`config.mk`:
```
export PLATFORM = sky130hd
export DESIGN_NAME = interrupt_priority_heap
export DESIGN_NICKNAME = d
export VERILOG_FILES = /design/src/hw/rtl/iph_pkg.sv /design/src/hw/rtl/iph_heap_ram.sv /design/src/hw/rtl/iph_slot_map.sv /design/src/hw/rtl/interrupt_priority_heap.sv
export SDC_FILE = /design/constraint.sdc
export NUM_CORES = 1
export LEC_CHECK = 0
export BUFFER_PORTS_ARGS = -buffer_cell sky130_fd_sc_hd__buf_2
export CELL_PAD_IN_SITES_DETAIL_PLACEMENT = 0
export CELL_PAD_IN_SITES_GLOBAL_PLACEMENT = 1
export CORE_MARGIN = 10
export CORE_UTILIZATION = 57
export DETAILED_ROUTE_END_ITERATION = 12
export GPL_TIMING_DRIVEN = 0
export PLACE_DENSITY_LB_ADDON = 0.1
export SLEW_MARGIN = 10
export SYNTH_ARGS = -nofsm -noshare
export SYNTH_HDL_FRONTEND = slang
export SYNTH_SLANG_ARGS = --single-unit
```
`constraint.sdc`:
```
create_clock -name i_clk -period 15.3 [get_ports i_clk]
set_input_delay 1.53 -clock i_clk [delete_from_list [all_inputs] [get_ports i_clk]]
set_output_delay 1.53 -clock i_clk [all_outputs]
set_load 0.02 [all_outputs]
```
`src/hw/rtl/iph_pkg.sv`:
```
// ----------------------------------------------------------------------------
// iph_pkg
// Shared types and constants for the interrupt priority heap: request and
// response payloads, default sizes, operation codes and slot map commands.
// ----------------------------------------------------------------------------
package iph_pkg;

    // default sizes
    localparam int DEF_NUM_SOURCES  = 14;
    localparam int DEF_PRIO_BITS    = 16;
    localparam int DEF_HANDLER_BITS = 32;

    // fixed field widths of the channels
    localparam int SRC_FIELD_W  = 4;
    localparam int PRIO_FIELD_W = 16;
    localparam int HAND_FIELD_W = 32;
    localparam int CNT_FIELD_W  = 4;

    // operation codes
    localparam logic OP_ADD    = 1'b0;
    localparam logic OP_REMOVE = 1'b1;

    typedef struct packed {
        logic                    op;
        logic [SRC_FIELD_W-1:0]  source;
        logic [PRIO_FIELD_W-1:0] prio;
        logic [HAND_FIELD_W-1:0] handler;
    } t_req;

    typedef struct packed {
        logic [HAND_FIELD_W-1:0] old_handler;
        logic                    had_old;
        logic [CNT_FIELD_W-1:0]  entry_count;
        logic                    top_valid;
        logic [SRC_FIELD_W-1:0]  top_source;
        logic [HAND_FIELD_W-1:0] top_handler;
    } t_rsp;

    // write command to the source-to-slot map
    typedef struct packed {
        logic slot_we;
        logic pres_we;
        logic pres_val;
    } t_map_cmd;

endpackage

```
`src/hw/rtl/iph_heap_ram.sv`:
```
// ----------------------------------------------------------------------------
// iph_heap_ram
// Heap entry storage: one write port, one read port, registered read data.
// ----------------------------------------------------------------------------
module iph_heap_ram
    import iph_pkg::*;
#(
    parameter int WIDTH = DEF_PRIO_BITS + DEF_HANDLER_BITS + $clog2(DEF_NUM_SOURCES),
    parameter int DEPTH = DEF_NUM_SOURCES
) (
    input  logic                     i_clk,
    input  logic                     i_we,
    input  logic [$clog2(DEPTH)-1:0] i_waddr,
    input  logic [WIDTH-1:0]         i_wdata,
    input  logic                     i_re,
    input  logic [$clog2(DEPTH)-1:0] i_raddr,
    output logic [WIDTH-1:0]         o_rdata
);

    logic [WIDTH-1:0] r_mem [DEPTH];
    logic [WIDTH-1:0] r_rdata;

    always_ff @(posedge i_clk) begin
        if (i_we) begin
            r_mem[i_waddr] <= i_wdata;
        end
    end

    always_ff @(posedge i_clk) begin
        if (i_re) begin
            r_rdata <= r_mem[i_raddr];
        end
    end

    assign o_rdata = r_rdata;

endmodule

```
`src/hw/rtl/iph_slot_map.sv`:
```
// ----------------------------------------------------------------------------
// iph_slot_map
// Source-to-slot map: heap slot of each source and a present bit per source,
// with registered read data.
// ----------------------------------------------------------------------------
module iph_slot_map
    import iph_pkg::*;
#(
    parameter int NUM_SOURCES = DEF_NUM_SOURCES
) (
    input  logic                           i_clk,
    input  logic                           i_rst_n,
    input  logic [$clog2(NUM_SOURCES)-1:0] i_rd_src,
    output logic [$clog2(NUM_SOURCES)-1:0] o_rd_slot,
    output logic                           o_rd_present,
    input  t_map_cmd                       i_cmd,
    input  logic [$clog2(NUM_SOURCES)-1:0] i_wr_src,
    input  logic [$clog2(NUM_SOURCES)-1:0] i_wr_slot
);

    localparam int IW = $clog2(NUM_SOURCES);

    logic [NUM_SOURCES-1:0] r_present;
    logic [IW-1:0]          r_slot [NUM_SOURCES];
    logic [IW-1:0]          r_rd_slot;
    logic                   r_rd_present;

    always_ff @(posedge i_clk) begin
        if (!i_rst_n) begin
            r_present <= '0;
        end else if (i_cmd.pres_we) begin
            r_present[i_wr_src] <= i_cmd.pres_val;
        end
    end

    always_ff @(posedge i_clk) begin
        if (i_cmd.slot_we) begin
            r_slot[i_wr_src] <= i_wr_slot;
        end
    end

    // read data shows up in the cycle after the address
    always_ff @(posedge i_clk) begin
        r_rd_slot    <= r_slot[i_rd_src];
        r_rd_present <= r_present[i_rd_src];
    end

    assign o_rd_slot    = r_rd_slot;
    assign o_rd_present = r_rd_present;

endmodule

```
`src/hw/rtl/interrupt_priority_heap.sv`:
```
// ----------------------------------------------------------------------------
// interrupt_priority_heap
// Indexed max-heap of interrupt handlers, one entry per source.
// ----------------------------------------------------------------------------
// One request channel (i_in_valid / o_in_stall, payload i_in) carries add or
// remove requests for a source; one response channel (o_out_valid /
// i_out_stall, payload o_out) returns one response per request with the
// previous handler, the entry count and the current top entry.
// Requests are handled one at a time by a sequencer around the heap RAM
// (one read or one write per cycle, registered read data).
// Removal moves the last entry into the freed slot and sifts it down, then
// up; an add then appends the new entry and sifts it up. Each up step is a
// parent read and a compare, each down step a left child read, a right
// child read and a compare; the heap depth bounds the number of steps.
// A new transfer is only taken in the idle state.
// o_in_stall is high from the transfer of a request until its response is
// loaded into the output register. The output register holds the response
// while i_out_stall is high; the next request can be taken meanwhile, and
// the sequencer waits at its last step if the register is still full.
// Reset (synchronous, active low) empties the heap and marks every source
// absent; no clearing pass is needed.
// ----------------------------------------------------------------------------
module interrupt_priority_heap
    import iph_pkg::*;
#(
    parameter int NUM_SOURCES  = DEF_NUM_SOURCES,
    parameter int PRIO_BITS    = DEF_PRIO_BITS,
    parameter int HANDLER_BITS = DEF_HANDLER_BITS
) (
    input  logic i_clk,
    input  logic i_rst_n,
    input  logic i_in_valid,
    output logic o_in_stall,
    input  t_req i_in,
    output logic o_out_valid,
    input  logic i_out_stall,
    output t_rsp o_out
);

    localparam int IW   = $clog2(NUM_SOURCES);
    localparam int CNTW = $clog2(NUM_SOURCES + 1);
    localparam int CW   = IW + 2;
    localparam int EW   = PRIO_BITS + HANDLER_BITS + IW;
    localparam int PXW  = (PRIO_BITS > PRIO_FIELD_W) ? PRIO_BITS : PRIO_FIELD_W;

    localparam logic [3:0] S_IDLE     = 4'd0;
    localparam logic [3:0] S_LOOK     = 4'd1;
    localparam logic [3:0] S_DEL_OLD  = 4'd2;
    localparam logic [3:0] S_DEL_LAST = 4'd3;
    localparam logic [3:0] S_DN_L     = 4'd4;
    localparam logic [3:0] S_DN_R     = 4'd5;
    localparam logic [3:0] S_DN_CMP   = 4'd6;
    localparam logic [3:0] S_UP       = 4'd7;
    localparam logic [3:0] S_UP_CMP   = 4'd8;
    localparam logic [3:0] S_FIN      = 4'd9;
    localparam logic [3:0] S_INS_CHK  = 4'd10;
    localparam logic [3:0] S_TOP      = 4'd11;
    localparam logic [3:0] S_TOP_W    = 4'd12;
    localparam logic [3:0] S_OUT      = 4'd13;

    // control state
    logic [3:0]      r_state, n_state;
    logic [CNTW-1:0] r_count, n_count;
    logic            r_out_valid, n_out_valid;

    // request and work registers
    logic                    r_op, n_op;
    logic [IW-1:0]           r_src, n_src;
    logic                    r_in_range, n_in_range;
    logic [PRIO_BITS-1:0]    r_rprio, n_rprio;
    logic [HANDLER_BITS-1:0] r_rhand, n_rhand;
    logic [IW-1:0]           r_idx, n_idx;
    logic [PRIO_BITS-1:0]    r_cur_prio, n_cur_prio;
    logic [HANDLER_BITS-1:0] r_cur_hand, n_cur_hand;
    logic [IW-1:0]           r_cur_src, n_cur_src;
    logic [PRIO_BITS-1:0]    r_ch_prio, n_ch_prio;
    logic [HANDLER_BITS-1:0] r_ch_hand, n_ch_hand;
    logic [IW-1:0]           r_ch_src, n_ch_src;
    logic [IW-1:0]           r_ch_idx, n_ch_idx;
    logic                    r_has_r, n_has_r;
    logic                    r_phase_ins, n_phase_ins;
    logic [HANDLER_BITS-1:0] r_old_hand, n_old_hand;
    logic                    r_had, n_had;
    t_rsp                    r_out, n_out;

    // heap ram port
    logic          ram_we, ram_re;
    logic [IW-1:0] ram_waddr, ram_raddr;
    logic [EW-1:0] ram_wdata, ram_rdata;

    logic [PRIO_BITS-1:0]    rd_prio;
    logic [HANDLER_BITS-1:0] rd_hand;
    logic [IW-1:0]           rd_src;

    // slot map port
    t_map_cmd      map_cmd;
    logic [IW-1:0] map_wr_src, map_wr_slot;
    logic [IW-1:0] map_rd_slot;
    logic          map_rd_present;

    // input conditioning
    logic [PXW-1:0]       in_prio_ext, prio_max_ext, in_prio_sat;
    logic                 in_ok;

    // index arithmetic
    logic [CW-1:0]   c_left, c_right, cnt_ext;
    logic [CNTW-1:0] cnt_dec;
    logic [IW-1:0]   parent_idx;
    logic            take_r;

    assign rd_prio = ram_rdata[EW-1 -: PRIO_BITS];
    assign rd_hand = ram_rdata[IW +: HANDLER_BITS];
    assign rd_src  = ram_rdata[IW-1:0];

    assign in_prio_ext  = PXW'(i_in.prio);
    assign prio_max_ext = PXW'({PRIO_BITS{1'b1}});
    assign in_prio_sat  = (in_prio_ext > prio_max_ext) ? prio_max_ext : in_prio_ext;
    assign in_ok        = (32'(i_in.source) < NUM_SOURCES);

    assign c_left     = CW'({r_idx, 1'b1});
    assign c_right    = c_left + CW'(1);
    assign cnt_ext    = CW'(r_count);
    assign cnt_dec    = r_count - CNTW'(1);
    assign parent_idx = (r_idx - IW'(1)) >> 1;
    assign take_r     = r_has_r && (rd_prio > r_ch_prio);

    iph_heap_ram #(
        .WIDTH (EW),
        .DEPTH (NUM_SOURCES)
    ) u_ram (
        .i_clk   (i_clk),
        .i_we    (ram_we),
        .i_waddr (ram_waddr),
        .i_wdata (ram_wdata),
        .i_re    (ram_re),
        .i_raddr (ram_raddr),
        .o_rdata (ram_rdata)
    );

    // map is addressed with the next source so its data is ready in S_LOOK
    iph_slot_map #(
        .NUM_SOURCES (NUM_SOURCES)
    ) u_map (
        .i_clk        (i_clk),
        .i_rst_n      (i_rst_n),
        .i_rd_src     (n_src),
        .o_rd_slot    (map_rd_slot),
        .o_rd_present (map_rd_present),
        .i_cmd        (map_cmd),
        .i_wr_src     (map_wr_src),
        .i_wr_slot    (map_wr_slot)
    );

    always_comb begin
        n_state     = r_state;
        n_count     = r_count;
        n_out_valid = r_out_valid;
        n_op        = r_op;
        n_src       = r_src;
        n_in_range  = r_in_range;
        n_rprio     = r_rprio;
        n_rhand     = r_rhand;
        n_idx       = r_idx;
        n_cur_prio  = r_cur_prio;
        n_cur_hand  = r_cur_hand;
        n_cur_src   = r_cur_src;
        n_ch_prio   = r_ch_prio;
        n_ch_hand   = r_ch_hand;
        n_ch_src    = r_ch_src;
        n_ch_idx    = r_ch_idx;
        n_has_r     = r_has_r;
        n_phase_ins = r_phase_ins;
        n_old_hand  = r_old_hand;
        n_had       = r_had;
        n_out       = r_out;

        ram_we      = 1'b0;
        ram_re      = 1'b0;
        ram_waddr   = '0;
        ram_raddr   = '0;
        ram_wdata   = '0;
        map_cmd     = '0;
        map_wr_src  = r_src;
        map_wr_slot = r_idx;

        // response leaves the output register
        if (r_out_valid && !i_out_stall) begin
            n_out_valid = 1'b0;
        end

        unique case (r_state)
            S_IDLE: begin
                if (i_in_valid) begin
                    n_op       = i_in.op;
                    n_in_range = in_ok;
                    n_src      = in_ok ? IW'(i_in.source) : '0;
                    n_rprio    = PRIO_BITS'(in_prio_sat);
                    n_rhand    = HANDLER_BITS'(i_in.handler);
                    n_old_hand = '0;
                    n_had      = 1'b0;
                    n_state    = S_LOOK;
                end
            end
            S_LOOK: begin
                if (!r_in_range) begin
                    n_state = S_TOP;
                end else if (map_rd_present) begin
                    n_idx     = map_rd_slot;
                    ram_re    = 1'b1;
                    ram_raddr = map_rd_slot;
                    n_state   = S_DEL_OLD;
                end else begin
                    n_state = S_INS_CHK;
                end
            end
            S_DEL_OLD: begin
                n_old_hand       = rd_hand;
                n_had            = 1'b1;
                map_cmd.pres_we  = 1'b1;
                map_cmd.pres_val = 1'b0;
                map_wr_src       = r_src;
                n_count          = cnt_dec;
                if (CNTW'(r_idx) < cnt_dec) begin
                    // refill the freed slot with the last entry
                    ram_re    = 1'b1;
                    ram_raddr = IW'(cnt_dec);
                    n_state   = S_DEL_LAST;
                end else begin
                    n_state = S_INS_CHK;
                end
            end
            S_DEL_LAST: begin
                n_cur_prio  = rd_prio;
                n_cur_hand  = rd_hand;
                n_cur_src   = rd_src;
                n_phase_ins = 1'b0;
                n_state     = S_DN_L;
            end
            S_DN_L: begin
                if (c_left >= cnt_ext) begin
                    n_state = S_UP;
                end else begin
                    ram_re    = 1'b1;
                    ram_raddr = IW'(c_left);
                    n_state   = S_DN_R;
                end
            end
            S_DN_R: begin
                n_ch_prio = rd_prio;
                n_ch_hand = rd_hand;
                n_ch_src  = rd_src;
                n_ch_idx  = IW'(c_left);
                n_has_r   = (c_right < cnt_ext);
                if (c_right < cnt_ext) begin
                    ram_re    = 1'b1;
                    ram_raddr = IW'(c_right);
                end
                n_state = S_DN_CMP;
            end
            S_DN_CMP: begin
                if (take_r ? (rd_prio > r_cur_prio) : (r_ch_prio > r_cur_prio)) begin
                    // larger child moves up into the hole
                    ram_we          = 1'b1;
                    ram_waddr       = r_idx;
                    ram_wdata       = take_r ? ram_rdata : {r_ch_prio, r_ch_hand, r_ch_src};
                    map_cmd.slot_we = 1'b1;
                    map_wr_src      = take_r ? rd_src : r_ch_src;
                    map_wr_slot     = r_idx;
                    n_idx           = take_r ? (r_ch_idx + IW'(1)) : r_ch_idx;
                    n_state         = S_DN_L;
                end else begin
                    n_state = S_UP;
                end
            end
            S_UP: begin
                if (r_idx == '0) begin
                    n_state = S_FIN;
                end else begin
                    ram_re    = 1'b1;
                    ram_raddr = parent_idx;
                    n_state   = S_UP_CMP;
                end
            end
            S_UP_CMP: begin
                if (r_cur_prio > rd_prio) begin
                    // parent moves down into the hole
                    ram_we          = 1'b1;
                    ram_waddr       = r_idx;
                    ram_wdata       = ram_rdata;
                    map_cmd.slot_we = 1'b1;
                    map_wr_src      = rd_src;
                    map_wr_slot     = r_idx;
                    n_idx           = parent_idx;
                    n_state         = S_UP;
                end else begin
                    n_state = S_FIN;
                end
            end
            S_FIN: begin
                ram_we          = 1'b1;
                ram_waddr       = r_idx;
                ram_wdata       = {r_cur_prio, r_cur_hand, r_cur_src};
                map_cmd.slot_we = 1'b1;
                map_wr_src      = r_cur_src;
                map_wr_slot     = r_idx;
                n_state         = r_phase_ins ? S_TOP : S_INS_CHK;
            end
            S_INS_CHK: begin
                if (r_op == OP_ADD && r_count < CNTW'(NUM_SOURCES)) begin
                    n_cur_prio       = r_rprio;
                    n_cur_hand       = r_rhand;
                    n_cur_src        = r_src;
                    n_idx            = IW'(r_count);
                    n_count          = r_count + CNTW'(1);
                    map_cmd.pres_we  = 1'b1;
                    map_cmd.pres_val = 1'b1;
                    map_wr_src       = r_src;
                    n_phase_ins      = 1'b1;
                    n_state          = S_UP;
                end else begin
                    n_state = S_TOP;
                end
            end
            S_TOP: begin
                if (r_count != '0) begin
                    ram_re    = 1'b1;
                    ram_raddr = '0;
                    n_state   = S_TOP_W;
                end else begin
                    n_state = S_OUT;
                end
            end
            S_TOP_W: begin
                n_state = S_OUT;
            end
            S_OUT: begin
                if (!r_out_valid || !i_out_stall) begin
                    n_out.old_handler = HAND_FIELD_W'(r_old_hand);
                    n_out.had_old     = r_had;
                    n_out.entry_count = CNT_FIELD_W'(r_count);
                    n_out.top_valid   = (r_count != '0);
                    n_out.top_source  = (r_count != '0) ? SRC_FIELD_W'(rd_src) : '0;
                    n_out.top_handler = (r_count != '0) ? HAND_FIELD_W'(rd_hand) : '0;
                    n_out_valid       = 1'b1;
                    n_state           = S_IDLE;
                end
            end
            default: begin
                n_state = S_IDLE;
            end
        endcase
    end

    always_ff @(posedge i_clk) begin
        if (!i_rst_n) begin
            r_state     <= S_IDLE;
            r_count     <= '0;
            r_out_valid <= 1'b0;
        end else begin
            r_state     <= n_state;
            r_count     <= n_count;
            r_out_valid <= n_out_valid;
        end
    end

    always_ff @(posedge i_clk) begin
        r_op        <= n_op;
        r_src       <= n_src;
        r_in_range  <= n_in_range;
        r_rprio     <= n_rprio;
        r_rhand     <= n_rhand;
        r_idx       <= n_idx;
        r_cur_prio  <= n_cur_prio;
        r_cur_hand  <= n_cur_hand;
        r_cur_src   <= n_cur_src;
        r_ch_prio   <= n_ch_prio;
        r_ch_hand   <= n_ch_hand;
        r_ch_src    <= n_ch_src;
        r_ch_idx    <= n_ch_idx;
        r_has_r     <= n_has_r;
        r_phase_ins <= n_phase_ins;
        r_old_hand  <= n_old_hand;
        r_had       <= n_had;
        r_out       <= n_out;
    end

    assign o_in_stall  = (r_state != S_IDLE);
    assign o_out_valid = r_out_valid;
    assign o_out       = r_out;

    a_count_max: assert property (@(posedge i_clk) disable iff (!i_rst_n)
        r_count <= CNTW'(NUM_SOURCES))
        else $error("heap count above number of sources");

    a_no_rw_clash: assert property (@(posedge i_clk) disable iff (!i_rst_n)
        !(ram_re && ram_we && ram_raddr == ram_waddr))
        else $error("heap ram read and write to the same slot in one cycle");

    a_wr_in_heap: assert property (@(posedge i_clk) disable iff (!i_rst_n)
        ram_we |-> (CNTW'(ram_waddr) < r_count))
        else $error("heap ram write beyond the live entries");

    a_rsp_from_out: assert property (@(posedge i_clk) disable iff (!i_rst_n)
        $rose(r_out_valid) |-> $past(r_state == S_OUT))
        else $error("response appeared outside the output step");

endmodule
```
==> metrics <==
Clock Skew=31.42 ps; Die Span Y=300.8 µm; worst reg2reg startpoint=r_idx[0]; CP Cell Sequence=buf_2 -> inv_1 -> ha_1 -> ha_1 -> o21a_1 -> o21a_1 -> or3_1 -> o221a_2 -> clkbuf_1 -> nand4_1 -> clkbuf_1 -> o22ai_1 -> a211o_1; Fillers=5,386; ys flop type=edfxtp_1; Clk pwr share=27.3%; number of global-route vias before repair=26,400; Worst setup EP type=register; Reg clk slew, reported paths=60 ps; Crit Path Category=register to register; mean post-synth cell area=16.11 µm²; worst vdd ir=124.2 µV; I/O Buffers=132; outcome=completed; Final #Nets=3,247; Seq/Total Area, Yosys=75.33%; hold buffers post-CTS=0; clock sink total=1,138; synthesized flop and latch total=1,138; Pint=6.877 mW; via/cell ratio=6.282; Power Density=202.2 mW/mm²; pin count of the biggest net entering global routing=37; antenna-violating nets left=0; Leak=18.19 nW; Fin. Hold Viols=0; Tmin final=5676 ps; Synth async-reset ratio=0%; max incr delay on CP=880 ps; post-synth top area cell=edfxtp_1; # DRC=0; area of the multi-input gates=0.01011 mm²; Syn Inst Count=2,790; CTS Buffer Depth=3; most common cell in the netlist=edfxtp_1; core area=0.07785 mm²; Setup Buffers After CTS=0; H-tree depth=3; clock root buffer=clkbuf_16; hold path startpoint=r_old_hand[27]; max cap viols=0; max-slew violations=0; reg2reg path depth=13; vias=26,770; starting density of the core=57.73%; met3 GRT Util=5.706%; antenna violations before repair=2; Worst Hold Class=register to register; CTS resizes=0; layout cell share with drive strength beyond 1=15.40%; met2 usage=42.82%; Ports=133; top cell type's share of synthesized area=73.90%; CP Launch Type=register; DP HPWL=82.15 mm; Routed WL=121.5 mm; GR met1 Demand/Resource=36.50%; hold depth=0; Syn-to-layout area delta=15.68%; Psw=3.637 mW; Worst slew margin=6.514%; total CTS buffers=114; Placer Congestion=0.8526; die area=0.09047 mm²; Skew-Pair Late Insertion Delay=690 ps; drt first pass iters=6; FF/Latch Area=0.03385 mm²; final worst slack=9624 ps; die width=300.8 µm; setup_tns=0 ps; synthesized area=0.04494 mm²; gr busiest metal=met2; Synth area leaders=edfxtp_1, mux2i_1, nand2_1, o22ai_1, ha_1; GR Overflow Total=0; Warnings, synthesis=0; Arr. time, crit path=6100 ps; starting DRC count in detailed routing=3,508; DP Worst Slack=9733 ps; CTS tree=yes; global-route wire length before repair=176.8 mm; post-route cell area=0.05198 mm²; WP data required=15,730 ps; Distinct cells, synth=77; worst setup path start=r_idx[0]; RSZ-0062 raised after global routing=no; Sw Ratio=34.59%; most frequent cells after synthesis=edfxtp_1, nand2_1, mux2i_1; Flop pwr share=41.6%; Post-synth EDFFs=1,106; Overall Global Routing Usage=26.51%; crit path max fanout=18; Crit-path slowest cell=edfxtp_1; Final Non-Filler Cells=4,261; Max Freq=176.2 MHz; final setup violation count=0; Worst-Margin Slew=1393 ps; area post-placement=0.04810 mm²; placed cells=4,050; drt wl/cell=28.52 µm; combinational share of power=31.1%; Tcrit/Tclk final=37.10%; site row count=102; Syn Nets=2,911; Antenna Cells=0
-- cell usage in the layout (no fill, tap or decap), types with 8 or more instances in the layout --
master | synthesis | final
nand2_1 | 282 | 281
nor2_1 | 34 | 27
o22ai_1 | 161 | 161
edfxtp_1 | 1106 | 1106
buf_4 | 0 | 44
nand3_1 | 17 | 17
a31oi_1 | 58 | 58
o21ai_0 | 36 | 36
nand4_1 | 16 | 16
buf_16 | 0 | 10
inv_1 | 115 | 113
nor3_2 | 2 | 8
a222oi_1 | 50 | 50
o21a_1 | 10 | 10
and2_1 | 41 | 41
o211ai_1 | 8 | 8
clkbuf_1 | 103 | 131
mux4_2 | 19 | 19
clkinv_2 | 0 | 13
o21ai_1 | 13 | 12
buf_12 | 0 | 12
mux2i_1 | 264 | 264
ha_1 | 64 | 64
bufinv_16 | 0 | 18
a211o_1 | 53 | 53
clkbuf_16 | 0 | 115
buf_2 | 42 | 176
nor3_1 | 17 | 11
and3_1 | 41 | 41
a21oi_1 | 80 | 79
clkinv_1 | 1 | 20
buf_6 | 3 | 21
nand2b_1 | 10 | 10
nor2b_1 | 11 | 11
dfxtp_1 | 32 | 32
-- cells by family after synthesis --
| logic type | Yosys count | synth area share [%] |
|---|---|---|
| xor+xnor | 9 | 0.1754 |
| compound gates | 525 | 8.180 |
| flops | 1138 | 75.33 |
| mux | 288 | 6.958 |
| fa+ha+maj | 64 | 1.782 |
| buf+inv | 269 | 2.414 |
| simple gates | 497 | 5.162 |
-- path summary, 6_finish.rpt --
path	to	slack, ps
setup / recovery	u_ram.o_rdata[24]	9620
setup reg to reg	u_ram.o_rdata[24]	9620
hold reg to reg	o_out[69]	410
hold / removal	o_out[69]	410
-- stage by stage --
stage	hold slack (ps)	total power, mW	util [%]
detailed placement	404.5	7.650	61.79
finish	409.3	10.51	66.78
floorplan	400.3	6.322	-
global route	426.8	10.92	66.78
CTS	418.6	10.50	66.77
global placement	405.9	7.534	60.25
-- power groups by stage --
stage                     clock, mW  combinational (mW)  sequential [mW]
final                          2.87                3.27             4.38
after global routing           3.02                3.50             4.40
after CTS                      2.89                3.24             4.37
after detailed placement          0                3.22             4.43
after global placement            0                3.07             4.47
after floorplan                   0                2.04             4.28
-- registers in the layout (all words and copies together), names as in the netlist, 3 cells and up --
name	flops
o_out	74
r_ch_hand	32
r_ch_idx	3
r_ch_prio	16
r_ch_src	4
r_count	4
r_cur_hand	32
r_cur_prio	16
r_cur_src	4
r_idx	4
r_old_hand	32
r_rhand	32
r_rprio	16
r_src	4
r_state	4
u_map.o_rd_slot	4
u_map.r_present	14
u_map.r_slot	56
u_ram.o_rdata	52
u_ram.r_mem	728
-- metal layers --
| metal | part of all wire (%) | up-vias |
|---|---|---|
| met5 | 0.014 | - |
| met4 | 2.3 | 2 |
| met3 | 10 | 197 |
| met2 | 47 | 1418 |
| met1 | 40 | 13510 |
| li1 | - | 11640 |
-- final cells by class --
| class | count | share of cell area [%] |
|---|---|---|
| plain buffers | 152 | 1.242 |
| repair buffers | 220 | 3.365 |
| well taps | 1040 | 2.503 |
| clock inverters | 63 | 1.589 |
| multi-input cells | 1383 | 19.46 |
| inverters | 117 | 0.8544 |
| clock buffers | 148 | 5.870 |
| flip-flops and latches | 1138 | 65.12 |
-- worst max-delay path, delay by kind of cell, from the launching register on --
kind / cells / cell delay (ps)
compound gates: 5 / 1070
fa+ha+maj: 2 / 670
buf+inv: 4 / 1660
flops: 1 / 880
simple gates: 2 / 1130
No activity file was read; power rests on OpenSTA's default activity.
